===== config.mk =====
export PLATFORM = sky130hd
export DESIGN_NAME = offset_range_translation_table_core_flat
export DESIGN_NICKNAME = d
export VERILOG_FILES = /design/src/hdl/ortt_pkg.sv /design/src/hdl/ortt_if.sv /design/src/hdl/ortt_ctrl.sv /design/src/hdl/ortt_dp.sv /design/src/hdl/offset_range_translation_table_core.sv /design/src/flat_wrapper.sv
export VERILOG_INCLUDE_DIRS = /design/src /design/src/hdl
export SDC_FILE = /design/constraint.sdc
export NUM_CORES = 2
export LEC_CHECK = 0
export BUFFER_PORTS_ARGS = -buffer_cell sky130_fd_sc_hd__buf_2
export CAP_MARGIN = 0
export CORE_UTILIZATION = 65
export DETAILED_ROUTE_END_ITERATION = 10
export GPL_TIMING_DRIVEN = 0
export PLACE_DENSITY = 0.82
export SYNTH_ARGS = -nofsm -noshare
export SYNTH_HDL_FRONTEND = slang
export SYNTH_SLANG_ARGS = --single-unit

===== constraint.sdc =====
create_clock -name clock -period 15.1 [get_ports clock]
set_clock_uncertainty 0.2 [all_clocks]
set_input_delay 1.51 -clock clock [delete_from_list [all_inputs] [get_ports clock]]
set_output_delay 1.51 -clock clock [all_outputs]
set_load 0.05 [all_outputs]

===== src/hdl/offset_range_translation_table_core_defines.svh =====
// assertion macros shared by the translation table rtl
`ifndef OFFSET_RANGE_TRANSLATION_TABLE_CORE_DEFINES_SVH
`define OFFSET_RANGE_TRANSLATION_TABLE_CORE_DEFINES_SVH

// same-cycle implication
`define ORTT_ASSERT_NOW(lbl, ante, cons) \
   lbl: assert property (@(posedge clock) disable iff (reset) (ante) |-> (cons)) \
      else $error("ortt assertion failed");

// next-cycle implication
`define ORTT_ASSERT_NEXT(lbl, ante, cons) \
   lbl: assert property (@(posedge clock) disable iff (reset) (ante) |=> (cons)) \
      else $error("ortt assertion failed");

`endif


===== src/hdl/ortt_pkg.sv =====
// shared constants, codes and controller/datapath signal groups
package ortt_pkg;

   localparam int MAX_SEGMENTS = 16;
   localparam int OFFSET_BITS  = 32;
   localparam int MAP_BITS     = OFFSET_BITS + 1;
   localparam int CNT_BITS     = $clog2(MAX_SEGMENTS + 1);
   localparam int IDX_BITS     = (MAX_SEGMENTS > 1) ? $clog2(MAX_SEGMENTS) : 1;
   localparam int ACT_BITS     = 3;
   localparam int STS_BITS     = 2;

   localparam logic [ACT_BITS-1:0] ACT_INSERT  = 3'd0;
   localparam logic [ACT_BITS-1:0] ACT_MAP     = 3'd1;
   localparam logic [ACT_BITS-1:0] ACT_RANGE   = 3'd2;
   localparam logic [ACT_BITS-1:0] ACT_REVERSE = 3'd3;
   localparam logic [ACT_BITS-1:0] ACT_CLEAR   = 3'd4;

   localparam logic [STS_BITS-1:0] ST_OK     = 2'd0;
   localparam logic [STS_BITS-1:0] ST_REJECT = 2'd1;
   localparam logic [STS_BITS-1:0] ST_FULL   = 2'd2;

   typedef struct packed {
      logic load;
      logic exec;
      logic scan_init;
      logic scan_step;
      logic sum;
      logic form;
      logic out_load;
   } dp_cmd_type;

   typedef struct packed {
      logic                is_scan;
      logic                scan_done;
      logic [CNT_BITS-1:0] seg_count;
   } dp_sts_type;

endpackage


===== src/hdl/ortt_if.sv =====
// request and response channel interfaces
interface ortt_req_if import ortt_pkg::*; ();
   logic                   valid;
   logic                   ready;
   logic [ACT_BITS-1:0]    action;
   logic [OFFSET_BITS-1:0] first_offset;
   logic                   first_valid;
   logic [OFFSET_BITS-1:0] second_offset;
   logic                   second_valid;
   logic [OFFSET_BITS-1:0] document_offset;
   logic                   document_valid;

   modport source (output valid, action, first_offset, first_valid, second_offset,
                   second_valid, document_offset, document_valid, input ready);
   modport sink   (input valid, action, first_offset, first_valid, second_offset,
                   second_valid, document_offset, document_valid, output ready);
endinterface

interface ortt_rsp_if import ortt_pkg::*; ();
   logic                valid;
   logic                ready;
   logic [STS_BITS-1:0] status;
   logic [MAP_BITS-1:0] mapped_start;
   logic [MAP_BITS-1:0] mapped_end;

   modport source (output valid, status, mapped_start, mapped_end, input ready);
   modport sink   (input valid, status, mapped_start, mapped_end, output ready);
endinterface


===== src/hdl/ortt_ctrl.sv =====
// sequencing state machine for the translation table
module ortt_ctrl import ortt_pkg::*; (
   input  logic       clock,
   input  logic       reset,
   input  logic       req_valid,
   output logic       req_ready,
   output logic       rsp_valid,
   input  logic       rsp_ready,
   input  dp_sts_type dp_sts,
   output dp_cmd_type dp_cmd
);

   typedef enum logic [2:0] {
      S_IDLE,
      S_EXEC,
      S_SCAN,
      S_SUM,
      S_FORM,
      S_OUT
   } state_type;

   state_type state_ff, state_in;
   logic      rsp_valid_ff, rsp_valid_in;

   always_comb begin
      dp_cmd   = '0;
      state_in = state_ff;
      unique case (state_ff)
         S_IDLE: begin
            if (req_valid) begin
               dp_cmd.load = 1'b1;
               state_in    = S_EXEC;
            end
         end
         S_EXEC: begin
            if (dp_sts.is_scan) begin
               dp_cmd.scan_init = 1'b1;
               state_in         = S_SCAN;
            end else begin
               dp_cmd.exec = 1'b1;
               state_in    = S_OUT;
            end
         end
         S_SCAN: begin
            dp_cmd.scan_step = 1'b1;
            if (dp_sts.scan_done) begin
               state_in = S_SUM;
            end
         end
         S_SUM: begin
            dp_cmd.sum = 1'b1;
            state_in   = S_FORM;
         end
         S_FORM: begin
            dp_cmd.form = 1'b1;
            state_in    = S_OUT;
         end
         S_OUT: begin
            // wait for the output slot to free up
            if (!rsp_valid_ff || rsp_ready) begin
               dp_cmd.out_load = 1'b1;
               state_in        = S_IDLE;
            end
         end
         default: state_in = S_IDLE;
      endcase

      if (dp_cmd.out_load) begin
         rsp_valid_in = 1'b1;
      end else if (rsp_ready) begin
         rsp_valid_in = 1'b0;
      end else begin
         rsp_valid_in = rsp_valid_ff;
      end
   end

   always_ff @(posedge clock) begin
      if (reset) begin
         state_ff     <= S_IDLE;
         rsp_valid_ff <= 1'b0;
      end else begin
         state_ff     <= state_in;
         rsp_valid_ff <= rsp_valid_in;
      end
   end

   assign req_ready = (state_ff == S_IDLE);
   assign rsp_valid = rsp_valid_ff;

endmodule


===== src/hdl/ortt_dp.sv =====
// segment store, scan compare lanes and result registers
module ortt_dp import ortt_pkg::*; (
   input  logic                   clock,
   input  logic                   reset,
   input  dp_cmd_type             dp_cmd,
   output dp_sts_type             dp_sts,
   input  logic [ACT_BITS-1:0]    action,
   input  logic [OFFSET_BITS-1:0] first_offset,
   input  logic                   first_valid,
   input  logic [OFFSET_BITS-1:0] second_offset,
   input  logic                   second_valid,
   input  logic [OFFSET_BITS-1:0] document_offset,
   input  logic                   document_valid,
   output logic [STS_BITS-1:0]    rsp_status,
   output logic [MAP_BITS-1:0]    rsp_mapped_start,
   output logic [MAP_BITS-1:0]    rsp_mapped_end
);

   typedef struct packed {
      logic [OFFSET_BITS-1:0] start;
      logic [OFFSET_BITS-1:0] base;
      logic [OFFSET_BITS-1:0] len;
   } seg_type;

   // latched request beat
   logic [ACT_BITS-1:0]    act_ff;
   logic [OFFSET_BITS-1:0] a_ff, b_ff, d_ff;
   logic                   a_ok_ff, b_ok_ff, d_ok_ff;

   seg_type             seg_mem_ff [MAX_SEGMENTS];
   seg_type             rd_data_ff;
   seg_type             wr_data;
   logic                wr_en;
   logic [CNT_BITS-1:0] count_ff, count_in;

   logic [CNT_BITS-1:0] issue_ff;
   logic                cmp_vld_ff;
   logic                hit_a_ff, hit_b_ff;
   logic [OFFSET_BITS-1:0] oth_a_ff, diff_a_ff, oth_b_ff, diff_b_ff;
   logic [MAP_BITS-1:0]    sum_a_ff, sum_b_ff;

   logic [STS_BITS-1:0] res_status_ff;
   logic [MAP_BITS-1:0] res_start_ff, res_end_ff;

   logic                   fwd;
   logic                   ins_empty, ins_full;
   logic [OFFSET_BITS-1:0] lo, oth, ofs_a, diff_a, diff_b;
   logic                   hit_a_now, hit_b_now;
   logic                   exhausted, need_b;
   logic [STS_BITS-1:0]    exec_status, form_status;
   logic [MAP_BITS-1:0]    form_start, form_end;

   always_ff @(posedge clock) begin
      if (dp_cmd.load) begin
         act_ff  <= action;
         a_ff    <= first_offset;
         a_ok_ff <= first_valid;
         b_ff    <= second_offset;
         b_ok_ff <= second_valid;
         d_ff    <= document_offset;
         d_ok_ff <= document_valid;
      end
   end

   // insert / clear
   always_comb begin
      ins_empty     = (b_ff <= a_ff) || !d_ok_ff;
      ins_full      = (count_ff >= CNT_BITS'(MAX_SEGMENTS));
      wr_en         = dp_cmd.exec && (act_ff == ACT_INSERT) && !ins_empty && !ins_full;
      wr_data.start = a_ff;
      wr_data.base  = d_ff;
      wr_data.len   = b_ff - a_ff;

      count_in = count_ff;
      if (dp_cmd.exec && (act_ff == ACT_CLEAR)) begin
         count_in = '0;
      end else if (wr_en) begin
         count_in = count_ff + CNT_BITS'(1);
      end

      priority if (act_ff == ACT_INSERT) begin
         exec_status = ins_empty ? ST_REJECT : (ins_full ? ST_FULL : ST_OK);
      end else if (act_ff == ACT_CLEAR) begin
         exec_status = ST_OK;
      end else begin
         exec_status = ST_REJECT;
      end
   end

   always_ff @(posedge clock) begin
      if (wr_en) begin
         seg_mem_ff[count_ff[IDX_BITS-1:0]] <= wr_data;
      end
      rd_data_ff <= seg_mem_ff[issue_ff[IDX_BITS-1:0]];
   end

   // compare lanes: lane a is the forward or reverse key, lane b the range end
   always_comb begin
      fwd    = (act_ff != ACT_REVERSE);
      lo     = fwd ? rd_data_ff.start : rd_data_ff.base;
      oth    = fwd ? rd_data_ff.base  : rd_data_ff.start;
      ofs_a  = fwd ? a_ff : d_ff;
      diff_a = ofs_a - lo;
      diff_b = b_ff - rd_data_ff.start;
      hit_a_now = (ofs_a >= lo) &&
                  (fwd ? (diff_a <= rd_data_ff.len) : (diff_a < rd_data_ff.len));
      hit_b_now = (b_ff >= rd_data_ff.start) && (diff_b <= rd_data_ff.len);

      need_b    = (act_ff == ACT_RANGE);
      exhausted = (issue_ff == count_ff) && !cmp_vld_ff;

      dp_sts.is_scan   = (act_ff == ACT_MAP) || (act_ff == ACT_RANGE) ||
                         (act_ff == ACT_REVERSE);
      dp_sts.scan_done = exhausted || (hit_a_ff && (!need_b || hit_b_ff));
      dp_sts.seg_count = count_ff;
   end

   always_ff @(posedge clock) begin
      if (reset) begin
         count_ff   <= '0;
         issue_ff   <= '0;
         cmp_vld_ff <= 1'b0;
         hit_a_ff   <= 1'b0;
         hit_b_ff   <= 1'b0;
      end else begin
         count_ff <= count_in;
         if (dp_cmd.scan_init) begin
            issue_ff   <= '0;
            cmp_vld_ff <= 1'b0;
            hit_a_ff   <= 1'b0;
            hit_b_ff   <= 1'b0;
         end else if (dp_cmd.scan_step) begin
            cmp_vld_ff <= (issue_ff < count_ff);
            if (issue_ff < count_ff) begin
               issue_ff <= issue_ff + CNT_BITS'(1);
            end
            // keep the first hit in insert order
            if (cmp_vld_ff && !hit_a_ff && hit_a_now) begin
               hit_a_ff <= 1'b1;
            end
            if (cmp_vld_ff && !hit_b_ff && hit_b_now) begin
               hit_b_ff <= 1'b1;
            end
         end else begin
            cmp_vld_ff <= 1'b0;
         end
      end
   end

   always_ff @(posedge clock) begin
      if (dp_cmd.scan_step && cmp_vld_ff && !hit_a_ff && hit_a_now) begin
         oth_a_ff  <= oth;
         diff_a_ff <= diff_a;
      end
      if (dp_cmd.scan_step && cmp_vld_ff && !hit_b_ff && hit_b_now) begin
         oth_b_ff  <= rd_data_ff.base;
         diff_b_ff <= diff_b;
      end
      if (dp_cmd.sum) begin
         sum_a_ff <= {1'b0, oth_a_ff} + {1'b0, diff_a_ff};
         sum_b_ff <= {1'b0, oth_b_ff} + {1'b0, diff_b_ff};
      end
   end

   always_comb begin
      form_status = ST_REJECT;
      form_start  = '0;
      form_end    = '0;
      unique case (act_ff)
         ACT_MAP: begin
            if (a_ok_ff && hit_a_ff) begin
               form_status = ST_OK;
               form_start  = sum_a_ff;
            end
         end
         ACT_RANGE: begin
            if (a_ok_ff && b_ok_ff && hit_a_ff && hit_b_ff && (sum_b_ff >= sum_a_ff)) begin
               form_status = ST_OK;
               form_start  = sum_a_ff;
               form_end    = sum_b_ff;
            end
         end
         ACT_REVERSE: begin
            if (hit_a_ff) begin
               form_status = ST_OK;
               form_start  = sum_a_ff;
            end
         end
         default: form_status = ST_REJECT;
      endcase
   end

   always_ff @(posedge clock) begin
      if (dp_cmd.exec) begin
         res_status_ff <= exec_status;
         res_start_ff  <= '0;
         res_end_ff    <= '0;
      end else if (dp_cmd.form) begin
         res_status_ff <= form_status;
         res_start_ff  <= form_start;
         res_end_ff    <= form_end;
      end
      if (dp_cmd.out_load) begin
         rsp_status       <= res_status_ff;
         rsp_mapped_start <= res_start_ff;
         rsp_mapped_end   <= res_end_ff;
      end
   end

endmodule


===== src/hdl/offset_range_translation_table_core.sv =====
// insert, clear and unknown actions: the result register is written, then the output register
// lookups: one stored segment read per cycle on the single read port of the segment memory,
//   then sum, form and output load; a hit (on both lanes for a range) ends the scan early
// throughput: one request at a time; ready returns once the result is in the output register
// reset clears the segment count and all control state; segment contents stay undefined
`include "offset_range_translation_table_core_defines.svh"
module offset_range_translation_table_core import ortt_pkg::*; (
   input logic        clock,
   input logic        reset,
   ortt_req_if.sink   req_chan,
   ortt_rsp_if.source rsp_chan
);

   dp_cmd_type dp_cmd;
   dp_sts_type dp_sts;

   ortt_ctrl u_ctrl (
      .clock     (clock),
      .reset     (reset),
      .req_valid (req_chan.valid),
      .req_ready (req_chan.ready),
      .rsp_valid (rsp_chan.valid),
      .rsp_ready (rsp_chan.ready),
      .dp_sts    (dp_sts),
      .dp_cmd    (dp_cmd)
   );

   ortt_dp u_dp (
      .clock            (clock),
      .reset            (reset),
      .dp_cmd           (dp_cmd),
      .dp_sts           (dp_sts),
      .action           (req_chan.action),
      .first_offset     (req_chan.first_offset),
      .first_valid      (req_chan.first_valid),
      .second_offset    (req_chan.second_offset),
      .second_valid     (req_chan.second_valid),
      .document_offset  (req_chan.document_offset),
      .document_valid   (req_chan.document_valid),
      .rsp_status       (rsp_chan.status),
      .rsp_mapped_start (rsp_chan.mapped_start),
      .rsp_mapped_end   (rsp_chan.mapped_end)
   );

   `ORTT_ASSERT_NEXT(a_busy_after_accept, req_chan.valid && req_chan.ready, !req_chan.ready)
   `ORTT_ASSERT_NOW(a_load_into_free_slot, dp_cmd.out_load, !rsp_chan.valid || rsp_chan.ready)
   `ORTT_ASSERT_NEXT(a_load_shows_beat, dp_cmd.out_load, rsp_chan.valid)
   `ORTT_ASSERT_NOW(a_count_bounded, 1'b1, dp_sts.seg_count <= CNT_BITS'(MAX_SEGMENTS))

endmodule


===== src/flat_wrapper.sv =====
// flat-port wrapper written by rule: the top's interface ports become plain ports
module offset_range_translation_table_core_flat import ortt_pkg::*;
  (clock, reset, req_chan_valid, req_chan_action, req_chan_first_offset, req_chan_first_valid, req_chan_second_offset, req_chan_second_valid, req_chan_document_offset, req_chan_document_valid, req_chan_ready, rsp_chan_valid, rsp_chan_status, rsp_chan_mapped_start, rsp_chan_mapped_end, rsp_chan_ready);
  ortt_req_if req_chan_i ();
  ortt_rsp_if rsp_chan_i ();
  input logic clock;
  input logic reset;
  input wire logic [$bits(req_chan_i.valid)-1:0] req_chan_valid;
  input wire logic [$bits(req_chan_i.action)-1:0] req_chan_action;
  input wire logic [$bits(req_chan_i.first_offset)-1:0] req_chan_first_offset;
  input wire logic [$bits(req_chan_i.first_valid)-1:0] req_chan_first_valid;
  input wire logic [$bits(req_chan_i.second_offset)-1:0] req_chan_second_offset;
  input wire logic [$bits(req_chan_i.second_valid)-1:0] req_chan_second_valid;
  input wire logic [$bits(req_chan_i.document_offset)-1:0] req_chan_document_offset;
  input wire logic [$bits(req_chan_i.document_valid)-1:0] req_chan_document_valid;
  output wire logic [$bits(req_chan_i.ready)-1:0] req_chan_ready;
  output wire logic [$bits(rsp_chan_i.valid)-1:0] rsp_chan_valid;
  output wire logic [$bits(rsp_chan_i.status)-1:0] rsp_chan_status;
  output wire logic [$bits(rsp_chan_i.mapped_start)-1:0] rsp_chan_mapped_start;
  output wire logic [$bits(rsp_chan_i.mapped_end)-1:0] rsp_chan_mapped_end;
  input wire logic [$bits(rsp_chan_i.ready)-1:0] rsp_chan_ready;
  assign req_chan_i.valid = req_chan_valid;
  assign req_chan_i.action = req_chan_action;
  assign req_chan_i.first_offset = req_chan_first_offset;
  assign req_chan_i.first_valid = req_chan_first_valid;
  assign req_chan_i.second_offset = req_chan_second_offset;
  assign req_chan_i.second_valid = req_chan_second_valid;
  assign req_chan_i.document_offset = req_chan_document_offset;
  assign req_chan_i.document_valid = req_chan_document_valid;
  assign req_chan_ready = req_chan_i.ready;
  assign rsp_chan_valid = rsp_chan_i.valid;
  assign rsp_chan_status = rsp_chan_i.status;
  assign rsp_chan_mapped_start = rsp_chan_i.mapped_start;
  assign rsp_chan_mapped_end = rsp_chan_i.mapped_end;
  assign rsp_chan_i.ready = rsp_chan_ready;
  offset_range_translation_table_core u_core (.clock(clock), .reset(reset), .req_chan(req_chan_i), .rsp_chan(rsp_chan_i));
endmodule

# == Word-level counts from Yosys, hierarchy flattened ==
# Memory sizes are Yosys's and may differ from the RTL's. A register that Yosys moved wholly into a read port is not among the register bits.
# Cells that the tools add are included.
# op_classes
n_addsub,7
order_cmp,9
n_eq_ne,14
n_mux,39
n_bitwise,1
n_reduce_logical,47
# ops
op,n
2-to-1 mux 33 bit,5
one-hot mux 33 bit (3 select lines),1
less-or-equal comparator 32 bit,3
2-to-1 mux 32 bit,3
subtractor 32 bit,3
adder 32 x 32 -> 33 bit,2
greater-or-equal comparator 32 bit,2
greater-or-equal comparator 33 bit,1
< comparator 32 bit,1
logical AND 1 bit,22
2-to-1 mux 1 bit,18
one-hot mux 3 bit (6 select lines),1
"equality test 3 x 2 -> 1 bit, second input constant",4
2-to-1 mux 2 bit,6
2-to-1 mux 3 bit,4
"adder 5 x 1 -> 5 bit, second input constant",2
"equality test 3 bit, second input constant",3
zero test 1 bit,8
"equality test 3 x 1 -> 1 bit, second input constant",2
zero test 3 bit,2
logical OR 1 bit,6
one-hot mux 2 bit (3 select lines),1
AND reduction 2 bit,3
equality test 5 bit,1
other kinds (10),13
# word_totals
register_bits,449
mem_bits_rw,1536
out_inout_bits,70
elab_cells,144
mem_count,1
# mem_list
name,depth,width,read_ports,rd_clocked_by_memory_dff,wr,line_no,rtl
u_core.u_dp.seg_mem_ff,16,96,1,1,1,ortt_dp.sv:30,seg_type seg_mem_ff [MAX_SEGMENTS];

# == Longest topological paths before layout ==
# depth
word_depth,10
mapped_depth,27
ltp_nobuf,24

# == Hierarchy ==
# A second synthesis with hierarchy kept.
# unflattened
cells_unflattened,4503
hier_area_um2,84941.5
# by_module_without_submodules
mod,n_inst,cells_each,area_each_um2,seq_area_each_um2
ortt_dp,1,4470,84673.7,60618.1
ortt_ctrl,1,33,267.8,80.1

# == Worst setup path after synthesis ==
# Ideal clock, no wire load.
# synth_path
path_type,reg2reg
start,register u_core.u_dp.a_ff[22]
end,memory u_core.u_dp.seg_mem_ff[3][0] (netlist name) (enable)
setup_ps,669
t_arrival_ps,9238
t_required_ps,14231
slack_ps,4993
stages_incl_launch_ff,12
period_less_slack_ps,10107
cell_sequence,edfxtp_1 inv_1 ha_1 nand2_1 or3_1 or3_1 or4_4 a21oi_2 o21a_1 buf_6 nand2_2 nor3_1
# synth_via
elab_chain_cells,7
# synth_lines
item,line_no,rtl
"start, declared",ortt_dp.sv:27,"logic [OFFSET_BITS-1:0] a_ff, b_ff, d_ff;"
"start signal, assigned",ortt_dp.sv:56,a_ff <= first_offset;
less-or-equal comparator 32 bit,ortt_dp.sv:67,ins_empty = (b_ff <= a_ff) || !d_ok_ff;
logical OR 1 bit,ortt_dp.sv:67,
zero test 1 bit,ortt_dp.sv:69,wr_en = dp_cmd.exec && (act_ff == ACT_INSERT) && !ins_empty && !ins_full;
logical AND 1 bit (2 in a row),ortt_dp.sv:69,
2-to-1 mux 1 bit,ortt_dp.sv:91,if (wr_en) begin
2-to-1 mux 1 bit (implied by the code),ortt_dp.sv:92,seg_mem_ff[count_ff[IDX_BITS-1:0]] <= wr_data;
"end, declared",ortt_dp.sv:30,
# Every way passes these cells.

# == Worst setup path after layout ==
# layout_path
start,register u_core.u_dp.act_ff[2]
end,register u_core.u_dp.oth_a_ff[6] (enable)
# layout_via
elab_chain_cells,7
# layout_lines
item,line_no,rtl
"start, declared",ortt_dp.sv:26,logic [ACT_BITS-1:0] act_ff;
"start signal, assigned",ortt_dp.sv:55,act_ff <= action;
inequality test 3 x 2 -> 1 bit (*),ortt_dp.sv:99,fwd = (act_ff != ACT_REVERSE);
"2-to-1 mux 32 bit, on equally long branches","ortt_dp.sv:102, ortt_dp.sv:100",
subtractor 32 bit (*),ortt_dp.sv:103,diff_a = ofs_a - lo;
named net u_core.u_dp.diff_a[28],ortt_dp.sv:47,"logic [OFFSET_BITS-1:0] lo, oth, ofs_a, diff_a, diff_b;"
< comparator 32 bit / less-or-equal comparator 32 bit (equally long branches),ortt_dp.sv:106,(fwd ? (diff_a <= rd_data_ff.len) : (diff_a < rd_data_ff.len));
2-to-1 mux 1 bit (*),ortt_dp.sv:106,
logical AND 1 bit (*),ortt_dp.sv:105,hit_a_now = (ofs_a >= lo) &&
logical AND 1 bit (*),ortt_dp.sv:151,if (dp_cmd.scan_step && cmp_vld_ff && !hit_a_ff && hit_a_now) begin
"end signal, assigned",ortt_dp.sv:152,oth_a_ff <= oth;
"end, declared",ortt_dp.sv:39,"logic [OFFSET_BITS-1:0] oth_a_ff, diff_a_ff, oth_b_ff, diff_b_ff;"
# The timed path passes the listed nets; every way through them passes the cells marked *.
# A chain may end at the register's enable or synchronous reset.

==> summary.md <==
| Metric | Value |
|---|---|
| Ys async rst share | 0 |
| Total gr overflow | 0 |
| Number of remaining DRC errors | 0 |
| Syn Std Cell Area | 0.08487 mm² |
| Fin crit share | 0.6604 |
| Fill count | 7165 |
| Vias in the first global route | 46.89k |
| CTS Buffer Depth | 3 |
| Largest net degree at the start of global routing | 48 |
| Mapped Cells | 4501 |
| Crit path DAT | 10.30 ns |
| Post-synthesis xor/xnor area fraction | 0.01434 |
| #FFs+latches synth | 2081 |
| Die width | 363.3 µm |
| Core area | 0.1295 mm² |
| Fin. Hold Viols | 0 |
| Post-CTS setup buffers | 0 |
| CTS H-tree lvls | 4 |
| Nets | 5342 |
| Via density | 6.962 |
| Num CTS Buffers | 194 |
| Netlist cell types | 83 |
| Failing checks | capacitance limit, slew limit |
| DR pass1 iterations | 6 |
| Vias | 47.97k |
| Multiplexer area fraction after synthesis | 0.1364 |
| Worst-Skew Late Latency | 0.88 ns |
| Slew Viols, Final | 23 |
| Crit end category | flip-flop |
| Main combinational cell family by area after synthesis | multiplexers |
| Tightest Pin Transition | 1.577 ns |
| Max-Slew Margin vs Limit | -0.05147 |
| Global-route wire length before repair | 346200 µm |
| # rows | 132 |
| End-of-flow core utilization | 0.7444 |
| Starting Density | 0.6555 |
| DP Worst Slack | 5.589 ns |
| Total Routed Length | 248200 µm |
| Register Area | 0.06070 mm² |
| CTS root buffer | clkbuf_16 |
| Post-DP HPWL | 161400 µm |
| Hold Buf Count CTS | 0 |
| Synth Area in Simple Gates | 0.02651 |
| Sequential area share after synthesis | 0.7152 |
| Multi-input logic area | 0.02307 mm² |
| RD Place Congestion | 0.9938 |
| RSZ-0062 raised after global routing | no |
| CTS tree | yes |
| Critical path required time | 15.43 ns |
| Syn Nets | 4879 |
| Adder-cell share of the synthesized area | 0.04054 |
| Die area | 0.1320 mm² |
| Total track usage | 0.3817 |
| CP Launch Type | flip-flop |
| Status | complete, but fails checks |
| Worst IR Drop VDD | 129.7 µV |
| Post-Syn Area per Cell | 18.86 µm² |
| Routed Antenna Nets | 0 |
| Hold/Removal Path Class | flip-flop to flip-flop |
| Clock Pin Slew Worst Setup and Hold Paths | 0.06 ns |
| CTS Sinks | 2081 |
| Tmin final | 9.972 ns |
| Fmax | 100.3 MHz |
| Number of port buffers | 175 |
| Layout area overhead | 13.57% |
| PD cells | 131.1 mW/mm² |
| Layout cells sized above 1 | 0.2291 |
| Yosys warnings | 0 |
| Drt wl/cell | 36.03 µm |
| CTS resizes | 0 |
| Setup Total Neg Slack | 0 ns |
| Leakage power | 0.03260 µW |
| DIE HEIGHT | 363.3 µm |
| Final setup fails | 0 |
| Initial drt markers | 7384 |
| Compound-Gate Fraction of Synth Area | 0.05099 |
| IO Count | 176 |
| Maxcap violations | 4 |
| CP max FO | 34 |
| EDFF count, synth | 1902 |
| Main synth FF type | edfxtp_1 |
| Final setup margin | 5.128 ns |
| Initial antenna violation count | 13 |
| Critical path class | flip-flop to flip-flop |
## cells in the mapped netlist (8+ instances only)
cell type	instances	area (µm²)
o31ai_1	8	60.06
xnor2_1	96	840.8
mux2_2	33	371.6
nor2b_1	21	131.4
edfxtp_1	1902	57110
o211ai_1	8	60.06
nand4_1	39	244.0
buf_1	32	120.1
o21ai_0	112	560.5
o21a_1	30	225.2
dfxtp_1	179	3583
nor3_1	42	210.2
xor2_1	43	376.6
nand2b_1	18	112.6
mux4_2	480	10810
or3_1	8	50.05
inv_1	204	765.7
o21bai_1	36	270.3
a211o_1	9	78.83
and3_1	28	175.2
a21oi_1	179	895.9
a211oi_1	22	165.2
clkbuf_1	110	412.9
ha_1	267	3341
a22o_1	70	613.1
nand3_1	30	150.1
nor2_1	114	427.9
nand2_1	115	431.7
a21o_1	88	660.6
mux2i_1	39	390.4
## layout by cell type (no fill, tap or decap), drive strengths merged, types with 70 or more instances in the layout
cell       n
nor2     114
buf      307
inv      210
a21oi    181
dfxtp    179
mux4     480
clkbuf   375
a22o      70
nand2    117
edfxtp  1902
ha       267
clkinv    71
a21o      88
xnor2     96
o21ai    113
## state kept, by name, indices dropped and copies added (netlist names), 2 cells and up
register,flops
u_core.u_dp.rsp_status,2
u_core.u_dp.sum_a_ff,33
u_core.u_dp.count_ff,5
u_core.u_dp.seg_mem_ff,1536
u_core.u_dp.oth_a_ff,32
u_core.u_dp.res_end_ff,33
u_core.u_dp.issue_ff,5
u_core.u_dp.b_ff,32
u_core.u_dp.sum_b_ff,33
u_core.u_dp.d_ff,32
u_core.u_ctrl.state_ff,3
u_core.u_dp.diff_a_ff,32
u_core.u_dp.res_start_ff,33
u_core.u_dp.rsp_mapped_start,33
u_core.u_dp.act_ff,3
u_core.u_dp.res_status_ff,2
u_core.u_dp.rsp_mapped_end,33
u_core.u_dp.rd_data_ff,96
u_core.u_dp.oth_b_ff,32
u_core.u_dp.diff_b_ff,32
u_core.u_dp.a_ff,32
## per-layer routing
layer | up-vias | GRT usage | part of all wire
li1 | 19210 | - | -
met1 | 24310 | 0.5113 | 0.36
met2 | 3767 | 0.5937 | 0.47
met3 | 672 | 0.08960 | 0.12
met4 | 10 | 0.1953 | 0.059
met5 | - | 0 | 0.00027
## power by group
group / total [µW] / internal [µW] / switching (µW)
clock: 5090 / 2840 / 2250
sequential: 6670 / 6540 / 132
combinational: 876 / 254 / 621
total: 12600 / 9630 / 3000
## kinds of logic after synthesis
kind of cell,count (synthesis)
buf+inv,356
flops,2081
compound gates,643
mux,552
xor+xnor,139
simple gates,458
fa+ha+maj,272
## layout make-up
| type | count | area share |
|---|---|---|
| Clock inverter | 103 | 0.01229 |
| Tap cell | 1742 | 0.02261 |
| Antenna cell | 14 | 0.0003635 |
| Sequential cell | 2081 | 0.6297 |
| Buffer | 152 | 0.006322 |
| Timing Repair Buffer | 267 | 0.02463 |
| Multi-Input combinational cell | 2064 | 0.2394 |
| Clock buffer | 263 | 0.05673 |
| Inverter | 204 | 0.007945 |
## worst max-delay path, stage by stage, from the launching register on
cell       delay (ns)
edfxtp_1         0.34
clkbuf_1         0.37
nand3b_1         0.36
clkbuf_1         0.53
clkbuf_1         0.83
mux2i_1          0.32
ha_1             0.23
inv_1            0.07
fa_1             0.46
a21o_1           0.21
a21oi_1          0.39
o221ai_1         0.39
a221oi_2         0.61
a2111oi_1        0.18
buf_2            0.21
o21bai_1         0.26
nand2_1          0.17
xor2_1           0.46
ha_1             0.21
and4_1           0.18
nand3_1          0.13
nor4_1           0.75
a22o_1           0.33
o211ai_1         0.21
nor2_4           0.84
buf_12           0.32
## path summary, 6_finish.rpt
check	startpoint	endpoint	slack (ns)	cells after the start
setup / recovery	u_core.u_dp.act_ff[2]$_DFFE_PP_	u_core.u_dp.oth_a_ff[6]$_DFFE_PP_	5.13	25
hold reg to reg	u_core.u_dp.res_status_ff[0]$_DFFE_PP_	u_core.u_dp.rsp_status[0]$_DFFE_PP_	0.23	0
setup reg to reg	u_core.u_dp.act_ff[2]$_DFFE_PP_	u_core.u_dp.oth_a_ff[6]$_DFFE_PP_	5.13	25
hold / removal	u_core.u_dp.res_status_ff[0]$_DFFE_PP_	u_core.u_dp.rsp_status[0]$_DFFE_PP_	0.23	0
## through the flow
step | power [µW] | instance area, µm² | hold WS (ns) | std cells
after floorplan | 7224 | 84870 | 0.2003 | 4501
after global placement | 7565 | 87930 | 0.2044 | 6418
after detailed placement | 7600 | 89540 | 0.2163 | 6509
after CTS | 12590 | 96200 | 0.2326 | 6875
after global routing | 12890 | 96350 | 0.2429 | 6876
final | 12640 | 96380 | 0.2282 | 6890
Power figures use the tool's default switching activity.
